## config.mk

```make
export PLATFORM = sky130hd
export DESIGN_NAME = uart_rx_idle_timeout_framer_core
export DESIGN_NICKNAME = d
export VERILOG_FILES = /design/src/design/ufrm_pkg.sv /design/src/design/ufrm_store.sv /design/src/design/ufrm_ctrl.sv /design/src/design/uart_rx_idle_timeout_framer_core.sv
export SDC_FILE = /design/constraint.sdc
export NUM_CORES = 1
export LEC_CHECK = 0
export ABC_AREA = 1
export BUFFER_PORTS_ARGS = -buffer_cell sky130_fd_sc_hd__buf_2
export CORE_UTILIZATION = 40
export CTS_BUF_LIST = sky130_fd_sc_hd__clkbuf_4
export DETAILED_ROUTE_END_ITERATION = 12
export SYNTH_ARGS = -nofsm -noshare
export SYNTH_HDL_FRONTEND = slang
export SYNTH_SLANG_ARGS = --single-unit
```

## constraint.sdc

```tcl
create_clock -name clock -period 4.8 [get_ports clock]
set_input_delay 0.24 -clock clock [delete_from_list [all_inputs] [get_ports clock]]
set_output_delay 0.24 -clock clock [all_outputs]
set_load 0.01 [all_outputs]
```

## src/design/ufrm_pkg.sv

```systemverilog
package ufrm_pkg;

   localparam int BUF_DEPTH = 64;
   localparam int ADDR_W    = 6;
   localparam int LEN_W     = 7;
   localparam int TICK_W    = 8;
   localparam int BYTE_W    = 8;
   localparam int CSR_IDX_W = 1;
   localparam int CSR_DAT_W = 8;

   localparam logic [LEN_W-1:0]  BUF_SIZE_RESET = 7'd64;
   localparam logic [TICK_W-1:0] TIMEOUT_RESET  = 8'd4;

   localparam logic [CSR_IDX_W-1:0] CSR_BUF_SIZE = 1'b0;
   localparam logic [CSR_IDX_W-1:0] CSR_TIMEOUT  = 1'b1;

   localparam logic CMD_BYTE = 1'b0;
   localparam logic CMD_TICK = 1'b1;

   localparam logic REASON_TIMEOUT = 1'b0;
   localparam logic REASON_FULL    = 1'b1;

   typedef struct packed {
      logic [LEN_W-1:0]  buf_size;
      logic [TICK_W-1:0] timeout_ticks;
   } cfg_type;

   typedef struct packed {
      logic              wr_en;
      logic [ADDR_W-1:0] wr_addr;
      logic [BYTE_W-1:0] wr_data;
      logic              rd_en;
      logic [ADDR_W-1:0] rd_addr;
   } mem_req_type;

   function automatic logic [LEN_W-1:0] eff_size(input logic [LEN_W-1:0] size);
      logic [LEN_W-1:0] res;
      res = size;
      if (size == '0) begin
         res = 7'd1;
      end else if (size > LEN_W'(BUF_DEPTH)) begin
         res = LEN_W'(BUF_DEPTH);
      end
      return res;
   endfunction

endpackage

```

## src/design/ufrm_store.sv

```systemverilog
module ufrm_store (
   input  logic                           clock,
   input  ufrm_pkg::mem_req_type          mem_req,
   output logic [ufrm_pkg::BYTE_W-1:0]    rd_data
);

   logic [ufrm_pkg::BYTE_W-1:0] mem_ff [ufrm_pkg::BUF_DEPTH];
   logic [ufrm_pkg::BYTE_W-1:0] rd_data_ff;

   always_ff @(posedge clock) begin
      if (mem_req.wr_en) begin
         mem_ff[mem_req.wr_addr] <= mem_req.wr_data;
      end
   end

   always_ff @(posedge clock) begin
      if (mem_req.rd_en) begin
         rd_data_ff <= mem_ff[mem_req.rd_addr];
      end
   end

   assign rd_data = rd_data_ff;

endmodule

```

## src/design/ufrm_ctrl.sv

```systemverilog
module ufrm_ctrl (
   input  logic                              clock,
   input  logic                              reset,
   input  ufrm_pkg::cfg_type                 cfg,
   input  logic                              req_valid,
   output logic                              req_stall,
   input  logic                              req_command,
   input  logic [ufrm_pkg::BYTE_W-1:0]       req_rx_byte,
   output ufrm_pkg::mem_req_type             mem_req,
   input  logic [ufrm_pkg::BYTE_W-1:0]       rd_data,
   output logic                              rsp_valid,
   input  logic                              rsp_stall,
   output logic [ufrm_pkg::BYTE_W-1:0]       rsp_out_byte,
   output logic [ufrm_pkg::ADDR_W-1:0]       rsp_out_index,
   output logic [ufrm_pkg::LEN_W-1:0]        rsp_frame_length,
   output logic                              rsp_close_reason,
   output logic                              rsp_last
);

   logic                          open_ff, open_in;
   logic [ufrm_pkg::LEN_W-1:0]    count_ff, count_in;
   logic [ufrm_pkg::TICK_W-1:0]   idle_ff, idle_in;

   logic                          drain_ff, drain_in;
   logic [ufrm_pkg::LEN_W-1:0]    len_ff, len_in;
   logic                          reason_ff, reason_in;
   logic [ufrm_pkg::LEN_W-1:0]    iss_ff, iss_in;
   logic                          pend_ff, pend_in;
   logic [ufrm_pkg::ADDR_W-1:0]   pend_idx_ff, pend_idx_in;

   logic                          rsp_valid_ff, rsp_valid_in;
   logic [ufrm_pkg::BYTE_W-1:0]   rsp_byte_ff;
   logic [ufrm_pkg::ADDR_W-1:0]   rsp_index_ff;
   logic [ufrm_pkg::LEN_W-1:0]    rsp_len_ff;
   logic                          rsp_reason_ff;
   logic                          rsp_last_ff;

   logic                          accept;
   logic                          close;
   logic                          close_reason;
   logic [ufrm_pkg::LEN_W-1:0]    close_len;
   logic [ufrm_pkg::LEN_W-1:0]    cur_count;
   logic [ufrm_pkg::TICK_W-1:0]   idle_nx;
   logic                          load;
   logic                          issue;
   logic                          pend_last;

   assign accept    = req_valid && !drain_ff;
   assign req_stall = drain_ff;

   always_comb begin
      open_in         = open_ff;
      count_in        = count_ff;
      idle_in         = idle_ff;
      close           = 1'b0;
      close_reason    = ufrm_pkg::REASON_TIMEOUT;
      close_len       = count_ff;
      cur_count       = open_ff ? count_ff : '0;
      idle_nx         = idle_ff + 8'd1;
      mem_req.wr_en   = 1'b0;
      mem_req.wr_addr = cur_count[ufrm_pkg::ADDR_W-1:0];
      mem_req.wr_data = req_rx_byte;
      mem_req.rd_en   = issue;
      mem_req.rd_addr = iss_ff[ufrm_pkg::ADDR_W-1:0];
      if (accept) begin
         if (req_command == ufrm_pkg::CMD_BYTE) begin
            open_in = 1'b1;
            idle_in = '0;
            if (cur_count < ufrm_pkg::eff_size(cfg.buf_size)) begin
               mem_req.wr_en = 1'b1;
               count_in      = cur_count + 7'd1;
            end else begin
               close        = 1'b1;
               close_reason = ufrm_pkg::REASON_FULL;
               close_len    = cur_count;
            end
         end else if (open_ff) begin
            idle_in = idle_nx;
            if (idle_nx >= cfg.timeout_ticks) begin
               close = 1'b1;
            end
         end
      end
      if (close) begin
         open_in  = 1'b0;
         count_in = '0;
         idle_in  = '0;
      end
   end

   assign load      = pend_ff && (!rsp_valid_ff || !rsp_stall);
   assign issue     = drain_ff && (iss_ff < len_ff) && (!pend_ff || load);
   assign pend_last = ({1'b0, pend_idx_ff} + 7'd1) == len_ff;

   always_comb begin
      len_in      = len_ff;
      reason_in   = reason_ff;
      iss_in      = iss_ff;
      pend_in     = pend_ff;
      pend_idx_in = pend_idx_ff;
      drain_in    = drain_ff;
      if (close) begin
         drain_in  = 1'b1;
         len_in    = close_len;
         reason_in = close_reason;
         iss_in    = '0;
         pend_in   = 1'b0;
      end else if (drain_ff) begin
         iss_in      = issue ? iss_ff + 7'd1 : iss_ff;
         pend_in     = issue || (pend_ff && !load);
         pend_idx_in = issue ? iss_ff[ufrm_pkg::ADDR_W-1:0] : pend_idx_ff;
         drain_in    = (iss_in < len_ff) || pend_in;
      end
   end

   always_comb begin
      rsp_valid_in = rsp_valid_ff;
      if (load) begin
         rsp_valid_in = 1'b1;
      end else if (!rsp_stall) begin
         rsp_valid_in = 1'b0;
      end
   end

   always_ff @(posedge clock) begin
      if (reset) begin
         open_ff      <= 1'b0;
         count_ff     <= '0;
         idle_ff      <= '0;
         drain_ff     <= 1'b0;
         pend_ff      <= 1'b0;
         iss_ff       <= '0;
         rsp_valid_ff <= 1'b0;
      end else begin
         open_ff      <= open_in;
         count_ff     <= count_in;
         idle_ff      <= idle_in;
         drain_ff     <= drain_in;
         pend_ff      <= pend_in;
         iss_ff       <= iss_in;
         rsp_valid_ff <= rsp_valid_in;
      end
   end

   always_ff @(posedge clock) begin
      len_ff      <= len_in;
      reason_ff   <= reason_in;
      pend_idx_ff <= pend_idx_in;
      if (load) begin
         rsp_byte_ff   <= rd_data;
         rsp_index_ff  <= pend_idx_ff;
         rsp_len_ff    <= len_ff;
         rsp_reason_ff <= reason_ff;
         rsp_last_ff   <= pend_last;
      end
   end

   assign rsp_valid        = rsp_valid_ff;
   assign rsp_out_byte     = rsp_byte_ff;
   assign rsp_out_index    = rsp_index_ff;
   assign rsp_frame_length = rsp_len_ff;
   assign rsp_close_reason = rsp_reason_ff;
   assign rsp_last         = rsp_last_ff;

endmodule

```

## src/design/uart_rx_idle_timeout_framer_core.sv

```systemverilog
// Serial receive framer: gathers received bytes into frames and emits a
// frame when it closes on idle timeout or on a full buffer.
// Input channel req_*: one word per received byte (command 0) or idle tick
// (command 1), taken when req_valid is high and req_stall is low.
// Result channel rsp_*: one word per stored byte of a closed frame, in order,
// with its index, the frame length, the close reason and a last mark; taken
// when rsp_valid is high and rsp_stall is low.
// Config port csr_*: index 0 is buffer size, index 1 is idle timeout;
// csr_ready is always high.
// Throughput: a word that does not close a frame is taken without a stall. A
// closing word starts a drain that reads the frame store one entry per cycle
// through its single read port; each entry passes the store read register and
// then the output register, and results follow one per cycle. req_stall stays
// high until the last entry of the frame is loaded into the output register.
// While rsp_valid is high, rsp_stall freezes the output register and the store
// read; the drain, and so req_stall, then lasts longer.
// Reset clears the open frame, the counters, the drain and rsp_valid, and
// returns the registers to buffer size 64 and timeout 4.
module uart_rx_idle_timeout_framer_core (
   input  logic                               clock,
   input  logic                               reset,
   input  logic                               req_valid,
   output logic                               req_stall,
   input  logic                               req_command,
   input  logic [ufrm_pkg::BYTE_W-1:0]        req_rx_byte,
   output logic                               rsp_valid,
   input  logic                               rsp_stall,
   output logic [ufrm_pkg::BYTE_W-1:0]        rsp_out_byte,
   output logic [ufrm_pkg::ADDR_W-1:0]        rsp_out_index,
   output logic [ufrm_pkg::LEN_W-1:0]         rsp_frame_length,
   output logic                               rsp_close_reason,
   output logic                               rsp_last,
   input  logic                               csr_valid,
   output logic                               csr_ready,
   input  logic [ufrm_pkg::CSR_IDX_W-1:0]     csr_index,
   input  logic [ufrm_pkg::CSR_DAT_W-1:0]     csr_wdata
);

   ufrm_pkg::cfg_type                 cfg_ff, cfg_in;
   ufrm_pkg::mem_req_type             mem_req;
   logic [ufrm_pkg::BYTE_W-1:0]       rd_data;

   assign csr_ready = 1'b1;

   always_comb begin
      cfg_in = cfg_ff;
      if (csr_valid && csr_ready) begin
         case (csr_index)
            ufrm_pkg::CSR_BUF_SIZE: cfg_in.buf_size = csr_wdata[ufrm_pkg::LEN_W-1:0];
            ufrm_pkg::CSR_TIMEOUT:  cfg_in.timeout_ticks = csr_wdata;
            default: cfg_in = cfg_ff;
         endcase
      end
   end

   always_ff @(posedge clock) begin
      if (reset) begin
         cfg_ff.buf_size      <= ufrm_pkg::BUF_SIZE_RESET;
         cfg_ff.timeout_ticks <= ufrm_pkg::TIMEOUT_RESET;
      end else begin
         cfg_ff <= cfg_in;
      end
   end

   ufrm_ctrl u_ctrl (
      .clock            (clock),
      .reset            (reset),
      .cfg              (cfg_ff),
      .req_valid        (req_valid),
      .req_stall        (req_stall),
      .req_command      (req_command),
      .req_rx_byte      (req_rx_byte),
      .mem_req          (mem_req),
      .rd_data          (rd_data),
      .rsp_valid        (rsp_valid),
      .rsp_stall        (rsp_stall),
      .rsp_out_byte     (rsp_out_byte),
      .rsp_out_index    (rsp_out_index),
      .rsp_frame_length (rsp_frame_length),
      .rsp_close_reason (rsp_close_reason),
      .rsp_last         (rsp_last)
   );

   ufrm_store u_store (
      .clock   (clock),
      .mem_req (mem_req),
      .rd_data (rd_data)
   );

endmodule

```

# Word level (Yosys, flattened, before mapping)

Memory sizes are Yosys's and may differ from the RTL's. A register that Yosys moved wholly into a read port is not among the register bits.
Cells that the tools add are included.
W data, S select, Z words.

Eq/ne operators: 3
Multiplexer cells: 25
Bitwise logic cells: 4
Reduce and logical (&&, ||, !) cells: 23
$lt $le $gt $ge: 5
Add/sub/neg operators: 4

Operators with widths:

| kind                  | number |
|---|---|
| $mux W7               | 9 |
| $lt A7 B7 Y1          | 3 |
| $mux W8               | 2 |
| $add A7 B1 Y7 const B | 2 |
| $mux W1               | 14 |
| $add A8 B1 Y8 const B | 1 |
| $ge A8 B8 Y1          | 1 |
| $reduce_and A2 Y1     | 4 |
| $add A6 B1 Y7 const B | 1 |
| $eq A7 B7 Y1          | 1 |
| $gt A7 B7 Y1 const B  | 1 |
| $logic_not A7 Y1      | 1 |
| $reduce_and A3 Y1     | 2 |
| $logic_and A1 B1 Y1   | 5 |
| $logic_not A1 Y1      | 5 |
| $logic_or A1 B1 Y1    | 4 |
| $ne A2 B1 Y1 const B  | 2 |
| $not A1 Y1            | 4 |
| $reduce_or A2 Y1      | 2 |

Bits in registers: 78
Input bits: 23
Word-level logic and storage cells: 82
Bits in writable memories: 512
Memories kept: 1
Output and inout port bits: 26

Memories:

| memory         | words | bits a word | read ports | clocked after memory_dff | write ports | line            | RTL |
|---|---|---|---|---|---|---|---|
| u_store.mem_ff | 64    | 8           | 1          | 1                        | 1           | ufrm_store.sv:7 | `logic [ufrm_pkg::BYTE_W-1:0] mem_ff [ufrm_pkg::BUF_DEPTH];` |

# Logic depth before layout (Yosys ltp)

Word-level depth: 11
Gate-level depth with buffers: 22
Gate-level depth less buffers: 22

# Hierarchy

From an unflattened synthesis, not the netlist that was laid out.

Cell total of the unflattened synthesis: 2,273
Area, all modules: 25,523.2 um^2

Modules (own cells, without submodules):

| module                           | area an instance (um^2) | times used | cells each | seq. area each (um^2) |
|---|---|---|---|---|
| ufrm_store                       | 21,419.3                | 1          | 1,805      | 15,615.0 |
| ufrm_ctrl                        | 3,504.6                 | 1          | 386        | 1,631.6 |
| uart_rx_idle_timeout_framer_core | 599.3                   | 1          | 82         | 300.3 |

# Worst setup path before layout

Ideal clock, no wire load.

Path kind: reg2reg
Start point: register u_ctrl.open_ff
End point: memory u_store.mem_ff[39][0] (netlist name), enable pin
Setup time: 383 ps
Data required time: 4,417 ps
Cell stages (with the launch flop): 12
Path buffers: 1
Clock period less this slack: 2,885 ps
Arrival: 2,502 ps
Setup slack: 1,915 ps
Cell sequence: dfxtp_1 > buf_4 > nand2_1 > inv_1 > ha_1 > a21oi_1 > nor2_1 > a211oi_2 > nand3_4 > clkinv_4 > nand2_1 > nor3_1

Longest elaborated chain between the ends: 7

Ends and longest elaborated chain:

| item                          | line             | RTL |
|---|---|---|
| start: declaration            | ufrm_ctrl.sv:20  | `logic open_ff, open_in;` |
| start signal: assignment      | ufrm_ctrl.sv:135 | `open_ff <= open_in;` |
| $mux W7 (*)                   | ufrm_ctrl.sv:58  | `cur_count = open_ff ? count_ff : '0;` |
| $lt A7 B7 Y1                  | ufrm_ctrl.sv:69  | `if (cur_count < ufrm_pkg::eff_size(cfg.buf_size)) begin` |
| $mux W1                       | ufrm_ctrl.sv:69  |  |
| $mux W1                       | ufrm_ctrl.sv:66  | `if (req_command == ufrm_pkg::CMD_BYTE) begin` |
| $mux W1                       | ufrm_ctrl.sv:65  | `if (accept) begin` |
| $mux W1                       | ufrm_store.sv:11 | `if (mem_req.wr_en) begin` |
| $mux W1 (implied by the code) | ufrm_store.sv:12 | `mem_ff[mem_req.wr_addr] <= mem_req.wr_data;` |
| end: declaration              | ufrm_store.sv:7  |  |

Mark *: on every way between the ends. The rest lies on a longest branch, timed or not.

# Worst setup path after layout

Start point: register u_ctrl.iss_ff[2] (netlist name)
End point: register u_ctrl.drain_ff, in the netlist u_ctrl.req_stall

Longest elaborated chain between the ends: 8
Elaborated cells between the ends (all ways): 10
Classes of those cells: add/sub (1); order compare (2); mux (3); reduce/logical (4)

Ends and longest elaborated chain:

| item                              | line             | RTL |
|---|---|---|
| start: declaration                | ufrm_ctrl.sv:27  | `logic [ufrm_pkg::LEN_W-1:0] iss_ff, iss_in;` |
| start signal: assignment          | ufrm_ctrl.sv:140 | `iss_ff <= iss_in;` |
| $lt A7 B7 Y1                      | ufrm_ctrl.sv:92  | `assign issue = drain_ff && (iss_ff < len_ff) && (!pend_ff \|\| load);` |
| $logic_and A1 B1 Y1 (2 in series) | ufrm_ctrl.sv:92  |  |
| $mux W7                           | ufrm_ctrl.sv:109 | `iss_in = issue ? iss_ff + 7'd1 : iss_ff;` |
| $lt A7 B7 Y1                      | ufrm_ctrl.sv:112 | `drain_in = (iss_in < len_ff) \|\| pend_in;` |
| $logic_or A1 B1 Y1 (*)            | ufrm_ctrl.sv:112 |  |
| $mux W1 (*)                       | ufrm_ctrl.sv:108 | `end else if (drain_ff) begin` |
| $mux W1 (*)                       | ufrm_ctrl.sv:102 | `if (close) begin` |
| end signal: assignment            | ufrm_ctrl.sv:138 | `drain_ff <= drain_in;` |
| end: declaration                  | ufrm_ctrl.sv:24  | `logic drain_ff, drain_in;` |

Marked as above.
A chain may end at the register's enable or synchronous reset.

==> metrics.txt <==
status completed; post-synth cell types 42; Initial Utilization 40.4%; crit path capture type register; Netlist Area Pre-Place 24300 sq um; Reg area 17600 sq um; share of cells above drive strength 1 14.4%; largest area contributor in the netlist edfxtp_1; max_cap viols 0; Area contributors post-synth edfxtp_1, nor2_1, o21ai_0, dfxtp_1, nand2_1; first-pass GRT wire length 99.4 mm; worst skew pair latency 0.97 ns; combinational power share 4.4%; kind of critical path register to register; core footprint 60200 sq um; DRT antenna net count 0; ys async rst share 0%; synthesized area per cell 12.5 sq um; FF-to-FF path depth 14; largest net degree at the start of global routing 113; clock group share of total power 41.2%; vias in the first global route 16700; reg2reg start u_ctrl.iss_ff[2]; placed cell count 2685; H-tree Lvls 4; gr usage total 21.4%; I/O pin total 49; Period minus WS final 3.97 ns; Max VDD drop 0.000208 V; Layout area overhead 13.6%; Final Skew 0.0377 ns; Setup crit end u_ctrl.req_stall; final hold violations 0; CTS root buf clkbuf_4; gpl congestion 0.883; clk slew on worst S/H paths 0.07 ns; RSZ-0062 raised after global routing no; Nets 2156; CTS resizes 0; Hold WC Path Type primary input to register; total wire length 65.9 mm; CTS sink cnt 598; Fmax 0.252 GHz; pwr dens 383 nW/um^2; via/cell ratio 5.56; Die Ht 249 um; Vias 16700; P_leak 0.00949 uW; final setup fails 0; switching power total 2460 uW; FILL cells 5388; area of the multi-input gates 5970 sq um; Worst Setup SP u_ctrl.iss_ff[2]; antenna violations before repair 1; sequential-to-total area share from yosys stat 72.2%; IO Port Bufs 47; die area 61800 sq um; Tcrit/Tclk final 82.6%; Worst EP required 5.71 ns; detail-routed net length per standard cell 22.0 um; Die X 249 um; Post-route DRC 0; drt pass-1 iters 6; final cell count without fillers 2999; R2R setup slack 0.83 ns; setup TNS 0 ns; register share of total power 54.3%; R2R Path End u_ctrl.req_stall; area fraction of the dominant cell type after synthesis 68.8%; Post-synth EDFFs 557; clock tree buffer depth 3; Pint 8130 uW; CTS Buf Count 151; commonest non-fill, non-tap cell in the layout edfxtp_1; Synthesized Nets 2004; Syn. warnings 0; overflow left after global routing 0; 1st-iter DRT viols 1794; Syn Inst Count 1951; Pins Over Slew Limit 0; most frequent cells in the layout edfxtp_1, nor2_1, o21ai_0, clkbuf_4, nand2_1; CP max FO 29; CP Data Arrival Time 4.88 ns; worst relative slew slack 33.4%; sw frac 23.2%; worst-margin pin slew 0.999 ns; placement row count 90; CTS tree yes; Top FF cell, synth edfxtp_1; flops & latches, synth 598; Critical Path Source Type register; HPWL after DPL 38.6 mm
[power by group through the flow]
stage / sequential, uW / combinational [uW] / clock (uW)
CTS: 5750 / 467 / 4460
finish: 5750 / 468 / 4370
global route: 5750 / 511 / 4730
global placement: 5870 / 432 / 0
floorplan: 5850 / 246 / 0
detailed placement: 5870 / 437 / 0
[state kept, by name (all words and copies together) (netlist names), 7 cells and up]
name / flops
cfg_ff: 15
u_ctrl.len_ff: 7
u_ctrl.rsp_frame_length: 7
u_ctrl.count_ff: 7
u_ctrl.iss_ff: 7
u_ctrl.idle_ff: 8
u_store.rd_data: 8
u_store.mem_ff: 512
u_ctrl.rsp_out_byte: 8
[logic make-up (layout without fill, tap and decap cells)]
logic type	Yosys count	after routing	share of synthesized area (%)
simple gates	637	637	11.0
flops	598	598	72.2
compound gates	471	471	11.2
buf+inv	194	459	3.31
fa+ha+maj	30	30	1.54
xor+xnor	20	20	0.721
other cells	1	2	0.0154
[routing by layer]
| layer | part of all wire (%) | GRT usage (%) | routed length [um] | vias up |
|---|---|---|---|---|
| li1 | - | - | - | 7566 |
| met2 | 47 | 33.9 | 31100 | 803 |
| met5 | 0 | 0 | 0 | - |
| met4 | 2.9 | 8.73 | 1880 | 0 |
| met3 | 7.9 | 4.95 | 5180 | 121 |
| met1 | 42 | 28.5 | 27700 | 8190 |
[Yosys cell counts (2+ instances only)]
master     number
nand3_1        53
buf_1           3
nand4_1        30
buf_6           3
ha_1           30
nor2_1        373
nand4_4         3
edfxtp_1      557
o21ai_0       267
nand2_2         3
nand3b_1        3
o21ai_1        11
clkinv_1        4
a211oi_1        2
xnor2_1         2
dfxtp_1        41
inv_1          76
a21oi_2         2
nand3_2         3
o2111ai_1       2
buf_4           5
o22ai_1        80
buf_2          25
o211ai_1       18
a21oi_1        34
or2_2           2
inv_2           2
nand2_1       156
nor3_1          7
a221oi_1        2
o221ai_1       48
clkbuf_1       75
a22oi_1         3
xor2_1         18
[metrics by stage]
stage | area [sq um] | utilization [%] | hold slack [ns] | power (uW) | setup slack (ns)
after global routing | 27600 | 45.8 | 0.0896 | 11000 | 0.479
after detailed placement | 25200 | 41.9 | 0.415 | 6300 | 1.22
after CTS | 27600 | 45.8 | 0.0251 | 10700 | 0.813
after global placement | 25200 | 41.9 | 0.409 | 6300 | 1.30
final | 27600 | 45.8 | 0.137 | 10600 | 0.834
after floorplan | 24300 | - | 0.309 | 6100 | 1.91
[layout make-up]
| cell class | instances | area share [%] |
|---|---|---|
| clock buffer | 207 | 5.63 |
| antenna | 1 | 0.00906 |
| inverter | 83 | 1.17 |
| timing repair buffer | 110 | 3.09 |
| clock inverter | 59 | 1.37 |
| sequential | 598 | 63.6 |
| multi-input combinational | 1159 | 21.6 |
| tap | 782 | 3.54 |
[timing repair]
action,4_1_cts,5_1_grt
setup buffers,0,0
endpoints found under the hold margin,539,0
endpoints found under the setup margin,0,0
hold buffers,47,0
[critical path, stage by stage, from the launching register on]
cell and delay (ns):
dfxtp_2 0.69, clkinv_1 0.92, nor4_4 0.51, nand3_1 0.13
xor2_1 0.19, inv_1 0.07, ha_1 0.27, nand2_1 0.09
nor2_1 0.05, a211oi_1 0.17, nand2_1 0.08, nand2_1 0.06
nand2_1 0.05, a21oi_1 0.11, dlygate4sd3_1 0.55
[worst min-delay path by stage]
stage	from	to	slack [ns]	cells past startpoint
finish	csr_wdata[3]	cfg_ff[3]	0.14	4
global route	csr_wdata[0]	cfg_ff[0]	0.09	4
CTS	csr_wdata[3]	cfg_ff[3]	0.03	4
detailed placement	u_store.rd_data[3]	u_ctrl.rsp_out_byte[3]	0.41	0
global placement	u_store.rd_data[1]	u_ctrl.rsp_out_byte[1]	0.41	0
floorplan	reset	u_ctrl.req_stall	0.31	1
(Power assumes the default switching activity.)
